### src/hw/rtl/silb_pkg.sv
package silb_pkg;

    localparam int SERVICES      = 16;
    localparam int MAX_INSTANCES = 8;
    localparam int CLIENTS       = 64;

    localparam int SVC_W   = (SERVICES > 1) ? $clog2(SERVICES) : 1;
    localparam int INST_W  = (MAX_INSTANCES > 1) ? $clog2(MAX_INSTANCES) : 1;
    localparam int CLI_W   = (CLIENTS > 1) ? $clog2(CLIENTS) : 1;
    localparam int CNT_W   = $clog2(MAX_INSTANCES + 1);
    localparam int FILL_W  = $clog2(CLIENTS + 1);
    localparam int IDX_W   = (CNT_W > FILL_W) ? CNT_W : FILL_W;
    localparam int IDEPTH  = SERVICES * MAX_INSTANCES;
    localparam int IADDR_W = (IDEPTH > 1) ? $clog2(IDEPTH) : 1;

    localparam logic [15:0] LOAD_MAX = 16'hFFFF;

    localparam logic [1:0] POL_STATIC = 2'd0;
    localparam logic [1:0] POL_RR     = 2'd1;

    localparam logic [2:0] ST_SAME  = 3'd0;
    localparam logic [2:0] ST_SET   = 3'd1;
    localparam logic [2:0] ST_AFULL = 3'd2;
    localparam logic [2:0] ST_NONE  = 3'd3;
    localparam logic [2:0] ST_DEC   = 3'd4;
    localparam logic [2:0] ST_ADD   = 3'd5;
    localparam logic [2:0] ST_IFULL = 3'd6;

    localparam logic [2:0] EM_NONE = 3'd0;
    localparam logic [2:0] EM_DEC  = 3'd1;
    localparam logic [2:0] EM_BUMP = 3'd2;
    localparam logic [2:0] EM_FIN  = 3'd3;
    localparam logic [2:0] EM_APP  = 3'd4;

    typedef struct packed {
        logic        cmd;
        logic [3:0]  service;
        logic [31:0] client_addr;
        logic [31:0] instance_addr;
        logic [31:0] public_addr;
        logic [7:0]  tie_bits;
    } in_t;

    typedef struct packed {
        logic [31:0] server_addr;
        logic [31:0] public_out;
        logic [15:0] load_after;
        logic [2:0]  status;
    } out_t;

    typedef struct packed {
        logic [31:0] addr;
        logic [15:0] load;
        logic [31:0] pub;
    } inst_ent_t;

    typedef struct packed {
        logic [31:0] addr;
        logic [31:0] server;
    } cli_ent_t;

    typedef struct packed {
        logic             load;
        logic             rd_k;
        logic             cap_inst;
        logic             cap_k;
        logic             cap_cli;
        logic             cli_clr;
        logic             min_clr;
        logic             min_upd;
        logic             rr_upd;
        logic             emit;
        logic [2:0]       emit_kind;
        logic [IDX_W-1:0] idx;
        logic [IDX_W-1:0] pidx;
    } ctl_t;

    typedef struct packed {
        logic              is_update;
        logic [1:0]        policy;
        logic [CNT_W-1:0]  n;
        logic [FILL_W-1:0] fill;
        logic              ihit;
        logic              chit;
        logic              have;
        logic              rr_ok;
    } sts_t;

endpackage

### src/hw/rtl/silb_ctrl.sv
module silb_ctrl (
    input  logic               clk,
    input  logic               rst_n,
    input  logic               start,
    output logic               busy,
    input  silb_pkg::sts_t     sts,
    output silb_pkg::ctl_t     ctl
);

    localparam logic [3:0] S_IDLE   = 4'd0;
    localparam logic [3:0] S_DISP   = 4'd1;
    localparam logic [3:0] S_ISCAN  = 4'd2;
    localparam logic [3:0] S_CSCAN1 = 4'd3;
    localparam logic [3:0] S_MIN    = 4'd4;
    localparam logic [3:0] S_RR     = 4'd5;
    localparam logic [3:0] S_KRD    = 4'd6;
    localparam logic [3:0] S_KWT    = 4'd7;
    localparam logic [3:0] S_CSCAN2 = 4'd8;
    localparam logic [3:0] S_EMIT   = 4'd9;

    logic [3:0]                 state_reg, state_next;
    logic [silb_pkg::IDX_W-1:0] idx_reg, idx_next;
    logic [silb_pkg::IDX_W-1:0] pidx_reg, pidx_next;
    logic                       pend_reg, pend_next;
    logic [2:0]                 ekind_reg, ekind_next;
    logic [silb_pkg::IDX_W-1:0] limit;
    logic                       issue;
    logic                       scan_end;

    assign busy = (state_reg != S_IDLE);

    always_comb
    begin
        limit = (state_reg == S_CSCAN1 || state_reg == S_CSCAN2)
              ? silb_pkg::IDX_W'(sts.fill) : silb_pkg::IDX_W'(sts.n);
        issue    = (idx_reg < limit);
        scan_end = !pend_reg && !issue;
    end

    always_comb
    begin
        state_next = state_reg;
        idx_next   = issue ? idx_reg + 1'b1 : idx_reg;
        pend_next  = issue;
        pidx_next  = idx_reg;
        ekind_next = ekind_reg;
        ctl        = '0;
        ctl.idx    = idx_reg;
        ctl.pidx   = pidx_reg;
        unique case (state_reg)
            S_IDLE:
            begin
                if (start)
                begin
                    ctl.load   = 1'b1;
                    state_next = S_DISP;
                end
            end
            S_DISP:
            begin
                ctl.cli_clr = 1'b1;
                if (sts.is_update)
                begin
                    state_next = S_ISCAN;
                end
                else if (sts.policy == silb_pkg::POL_STATIC)
                begin
                    state_next = S_CSCAN1;
                end
                else if (sts.policy == silb_pkg::POL_RR)
                begin
                    state_next = S_RR;
                end
                else
                begin
                    ctl.min_clr = 1'b1;
                    state_next  = S_MIN;
                end
            end
            S_ISCAN:
            begin
                if (pend_reg && sts.ihit)
                begin
                    ctl.cap_inst = 1'b1;
                    ctl.cap_k    = 1'b1;
                    ekind_next   = sts.is_update ? silb_pkg::EM_DEC : silb_pkg::EM_BUMP;
                    state_next   = S_EMIT;
                end
                else if (scan_end)
                begin
                    ctl.emit      = 1'b1;
                    ctl.emit_kind = sts.is_update ? silb_pkg::EM_APP : silb_pkg::EM_NONE;
                    state_next    = S_IDLE;
                end
            end
            S_CSCAN1:
            begin
                if (pend_reg && sts.chit)
                begin
                    ctl.cap_cli = 1'b1;
                    state_next  = S_ISCAN;
                end
                else if (scan_end)
                begin
                    ctl.min_clr = 1'b1;
                    state_next  = S_MIN;
                end
            end
            S_MIN:
            begin
                ctl.min_upd = pend_reg;
                if (scan_end)
                begin
                    if (sts.have)
                    begin
                        state_next = S_KRD;
                    end
                    else
                    begin
                        ctl.emit      = 1'b1;
                        ctl.emit_kind = silb_pkg::EM_NONE;
                        state_next    = S_IDLE;
                    end
                end
            end
            S_RR:
            begin
                ctl.rr_upd = 1'b1;
                if (sts.rr_ok)
                begin
                    state_next = S_KRD;
                end
                else
                begin
                    ctl.emit      = 1'b1;
                    ctl.emit_kind = silb_pkg::EM_NONE;
                    state_next    = S_IDLE;
                end
            end
            S_KRD:
            begin
                ctl.rd_k   = 1'b1;
                state_next = S_KWT;
            end
            S_KWT:
            begin
                ctl.cap_inst = 1'b1;
                state_next   = S_CSCAN2;
            end
            S_CSCAN2:
            begin
                if (pend_reg && sts.chit)
                begin
                    ctl.cap_cli = 1'b1;
                    ekind_next  = silb_pkg::EM_FIN;
                    state_next  = S_EMIT;
                end
                else if (scan_end)
                begin
                    ekind_next = silb_pkg::EM_FIN;
                    state_next = S_EMIT;
                end
            end
            S_EMIT:
            begin
                ctl.emit      = 1'b1;
                ctl.emit_kind = ekind_reg;
                state_next    = S_IDLE;
            end
            default:
            begin
                state_next = S_IDLE;
            end
        endcase
        if (state_next != state_reg)
        begin
            idx_next  = '0;
            pend_next = 1'b0;
        end
    end

    always_ff @(posedge clk or negedge rst_n)
    begin
        if (!rst_n)
        begin
            state_reg <= S_IDLE;
            pend_reg  <= 1'b0;
            idx_reg   <= '0;
        end
        else
        begin
            state_reg <= state_next;
            pend_reg  <= pend_next;
            idx_reg   <= idx_next;
        end
    end

    always_ff @(posedge clk)
    begin
        pidx_reg  <= pidx_next;
        ekind_reg <= ekind_next;
    end

endmodule

### config.mk
export PLATFORM = sky130hd
export DESIGN_NAME = silb_ctrl
export DESIGN_NICKNAME = d
export VERILOG_FILES = /design/src/hw/rtl/silb_pkg.sv /design/src/hw/rtl/silb_ctrl.sv
export SDC_FILE = /design/constraint.sdc
export NUM_CORES = 1
export LEC_CHECK = 0
export BUFFER_PORTS_ARGS = -buffer_cell sky130_fd_sc_hd__buf_4
export CAP_MARGIN = 20
export CORE_MARGIN = 2
export CORE_UTILIZATION = 39
export DETAILED_ROUTE_END_ITERATION = 8
export HOLD_SLACK_MARGIN = 0.05
export SLEW_MARGIN = 25
export SYNTH_ARGS = -nofsm -noshare
export SYNTH_HDL_FRONTEND = slang
export SYNTH_SLANG_ARGS = --single-unit
export TNS_END_PERCENT = 20
### constraint.sdc
create_clock -name clk -period 7 [get_ports clk]
set_input_delay 1.4 -clock clk [delete_from_list [all_inputs] [get_ports clk]]
set_output_delay 1.4 -clock clk [all_outputs]
set_load 0.01 [all_outputs]
# Yosys cells after proc, flatten, opt, wreduce, memory -nomap -nowiden
# Cells that the tools add are included.
op_classes:
  n_eq_ne: 13
  reduce_logical: 13
  mux: 47
  n_addsub: 1
  n_lt_le_gt_ge: 1
ops:
  columns: ["cell", "count"]
  rows:
  - ["4-bit two-way mux", 15]
  - ["4-bit one-hot mux with 9 select lines", 1]
  - ["7-bit two-way mux", 3]
  - ["3-bit two-way mux", 6]
  - ["4-bit by 3-bit equality test with 1-bit output, second input constant", 4]
  - ["1-bit two-way mux", 16]
  - ["4-bit one-hot mux with 4 select lines", 1]
  - ["4-bit by 2-bit equality test with 1-bit output, second input constant", 2]
  - ["4-bit equality test, second input constant", 2]
  - ["7-bit by 1-bit adder with 7-bit output, second input constant", 1]
  - ["7-bit less-than comparator", 1]
  - ["3-bit one-hot mux with 2 select lines", 1]
  - ["4-bit by 1-bit equality test with 1-bit output, second input constant", 1]
  - ["4-bit zero test", 1]
  - ["2-bit two-way mux", 2]
  - ["4-bit != test", 1]
  - ["1-bit one-hot mux with 2 select lines", 2]
  - ["2-bit nonzero test", 2]
  - ["4-bit nonzero test", 1]
  - ["1-bit logical AND", 3]
  - ["3-bit by 2-bit != test with 1-bit output, second input constant", 1]
  - ["3-bit AND reduction", 1]
  - ["2-bit by 1-bit equality test with 1-bit output, second input constant", 1]
  - ["1-bit zero test", 2]
  - ["other kinds (4)", 4]
word_totals:
  word_cells: 80
  in_bits: 21
  reg_bits: 22

# Logic depth before layout (Yosys ltp)
depth:
  ltp_word: 11
  ltp_mapped: 11

# Least setup slack after synthesis
# Ideal clock, no wire load.
synth_timing:
  path_kind: "input to output"
  from: "in sts[6] (netlist bit)"
  to: "out ctl[16] (netlist bit)"
  stages: 7
  t_arrival_ns: 3.160
  slack_ns: 2.440
  path_buffers: 0
  required_ns: 5.600
  path_cell_list: "mux2i_1 ha_1 and2_1 o221ai_1 a2111oi_4 nor2_2 nor4b_1"
synth_lines:
  columns: ["item", "line_no", "rtl"]
  rows:
  - ["start: declaration", "silb_ctrl.sv:6", "input silb_pkg::sts_t sts,"]
  - ["end: declaration", "silb_ctrl.sv:7", "output silb_pkg::ctl_t ctl"]

==> impl_metrics.json <==
{
  "clkSlewWorstSetupHoldPaths_ns": 0.08,
  "cts_root_buffer": "clkbuf_8",
  "final_core_util_pct": 52.48,
  "ys_seq_area_share_pct": 33.22,
  "p_leak_nw": 0.8691,
  "core_area_sq_um": 3689,
  "core.rowCount": 22,
  "wl_per_cell_microns": 15.66,
  "avgViaCountPerCell": 5.700,
  "tightest_slew_ns": 0.6278,
  "clock_latency_ns": 0.26,
  "n_antenna_cell": 0,
  "max_cap_violations": 0,
  "cp-start-kind": "register",
  "clock-sinks": 21,
  "avgSynthCellArea_sq_um": 8.658,
  "end_kind": "primary output",
  "critPathArrivalTime_ns": 3.90,
  "portBuffers": 48,
  "dr.pass1.iters": 4,
  "clock_path_buffers": 2,
  "drc": 0,
  "synthesis.nets": 202,
  "vdd_drop_max_uv": 179.2,
  "status": "finished, final reports clean",
  "min_path_type": "register to register",
  "tns_ns": 0,
  "die_height_microns": 66.15,
  "netlist_instances": 174,
  "layoutNonFillerInstCount": 267,
  "ys_ff_latch": 21,
  "power_density_nw_per_um2": 328.0,
  "postCtsSetupBuffers": 0,
  "track_usage_pct": 20.55,
  "grt_max_degree": 22,
  "synth_top_area_share_pct": 19.93,
  "gp_congestion": 0.8357,
  "yosys_warnings": 0,
  "min_period_ns": 5.305,
  "final-max-slew-violation-count": 0,
  "cts_tree": "yes",
  "drive_gt1_share_pct": 28.31,
  "hold_viol_final": 0,
  "cts_htree_levels": 1,
  "worst-setup-path-type": "register to primary output",
  "cp_max_fo": 20,
  "cts_inserted_buffers": 3,
  "skew_ns": 0.005568,
  "grt_setup_unrepaired": "false",
  "cts_hold_buf": 0,
  "die_area_sq_um": 4376,
  "report.power.total_uw": 634.9,
  "dpl.cell_count": 263,
  "die_w_microns": 66.15,
  "cts_resized": 0,
  "area_growth_syn_to_layout_pct": 28.49,
  "grt_pass1_vias": 1396,
  "hpwl_mm": 3.206,
  "grt-ovfl-total": 0,
  "fin_crit_sh_pct": 75.78,
  "grt_pass1_wl_mm": 6.962,
  "synthFlopType": "dfrtp_1",
  "yosys.area.top_type": "dfrtp_1",
  "routed_wirelength_mm": 4.180,
  "final_common_cell": "buf_4",
  "timing.critical_path.required_ns": 5.60,
  "relSlewSlack_pct": 58.15,
  "setup_viol": 0,
  "ant_nets": 0,
  "num-nets-final": 248,
  "vias": 1522,
  "async_flop_share_pct": 57.14,
  "synth_edf_count": 2,
  "syn-cell-area_sq_um": 1506,
  "netlist_top_cells_area": "dfrtp_1, dfxtp_1, ha_1",
  "drtIter0Drc": 217,
  "clock.fmax_mhz": 188.5,
  "final_cell_mix": "buf_4, nand2_1, nor2_1, a21oi_1, dfrtp_1",
  "antenna_found_initial": 0,
  "synth_cell_types": 48,
  "ios": 49,
  "initial_core_util_pct": 40.84
}
-- metal layers --
| layer | share of wire [%] | global-route usage (%) | up-vias |
|---|---|---|---|
| li1 | - | - | 735 |
| met1 | 50 | 32.63 | 732 |
| met2 | 44 | 28.75 | 53 |
| met3 | 5.6 | 3.918 | 2 |
| met4 | 0.55 | 3.316 | 0 |
| met5 | 0 | 0 | - |
-- final timing paths --
kind	slack, ns	cells after the start	start	endpoint
setup / recovery	1.70	10	state_reg[0]	ctl[16]
max in group asynchronous	5.88	1	rst_n	state_reg[3]
setup reg to reg	3.15	10	state_reg[0]	state_reg[0]
hold reg to reg	0.50	0	idx_reg[5]	pidx_reg[5]
hold / removal	0.50	0	idx_reg[5]	pidx_reg[5]
min in group asynchronous	0.96	1	rst_n	idx_reg[3]
-- cell usage after synthesis, types with 2 or more instances --
| cell | number |
|---|---|
| a211oi_1 | 3 |
| a21boi_0 | 2 |
| a21o_1 | 3 |
| a21oi_1 | 14 |
| and2_1 | 3 |
| and3_1 | 5 |
| buf_2 | 3 |
| clkbuf_1 | 3 |
| dfrtp_1 | 12 |
| dfxtp_1 | 7 |
| edfxtp_1 | 2 |
| ha_1 | 7 |
| inv_1 | 7 |
| mux2i_1 | 5 |
| nand2_1 | 16 |
| nand2b_1 | 6 |
| nand3_1 | 5 |
| nand4bb_1 | 2 |
| nor2_1 | 14 |
| nor2b_1 | 4 |
| nor3_1 | 4 |
| nor4b_1 | 3 |
| o211ai_1 | 2 |
| o21ai_0 | 8 |
| o221ai_1 | 2 |
| o22ai_1 | 2 |
| o31ai_1 | 3 |
| or2_2 | 3 |
| or3_1 | 3 |
| xnor2_1 | 3 |
-- report_power, final --
| part | internal [mW] | total [mW] | switching, mW |
|---|---|---|---|
| combinational | 0.152 | 0.346 | 0.194 |
| sequential | 0.145 | 0.209 | 0.0640 |
| clock | 0.0397 | 0.0805 | 0.0408 |
| total | 0.336 | 0.635 | 0.299 |
-- per-stage QoR --
step / worst slack [ns] / hold slack, ns / area [sq um]
final: 1.695 / 0.4963 / 1936
after global placement: 2.074 / 0.4603 / 1889
after floorplan: 2.440 / 0.4717 / 1506
after CTS: 1.702 / 0.4945 / 1936
after global routing: 1.369 / 0.5263 / 1936
after detailed placement: 1.994 / 0.4672 / 1889
-- cells by family after synthesis --
logic type                 Yosys count  synth area share (%)
AOI/OAI and AO/OA                   47                 22.59
adders and majority gates            7                 5.814
muxes                                5                 3.322
DFF                                 21                 33.22
buffers and inverters               14                 4.236
and+or+nand+nor                     77                 29.07
xor gates and xnor gates             3                 1.745
-- worst max-delay path, cell delays in order, from the launching register on --
cell and delay [ns]:
dfrtp_1 0.60, or4b_1 0.79, nand2_1 0.31, mux2i_1 0.12, ha_1 0.32, and2_1 0.20
o221ai_1 0.20, a2111oi_4 0.50, nor2_2 0.15, nor4b_1 0.27, buf_4 0.17
-- cell type report --
| class | instances | area (sq um) |
|---|---|---|
| Fill cell | 324 | 1753 |
| Multi-Input combinational cell | 139 | 942.2 |
| Sequential cell | 21 | 500.5 |
| Timing Repair Buffer | 48 | 360.3 |
| Tap cell | 48 | 60.06 |
| Clock buffer | 3 | 41.29 |
| Inverter | 7 | 26.28 |
| Clock inverter | 1 | 5.005 |
Power figures use the tool's default switching activity.
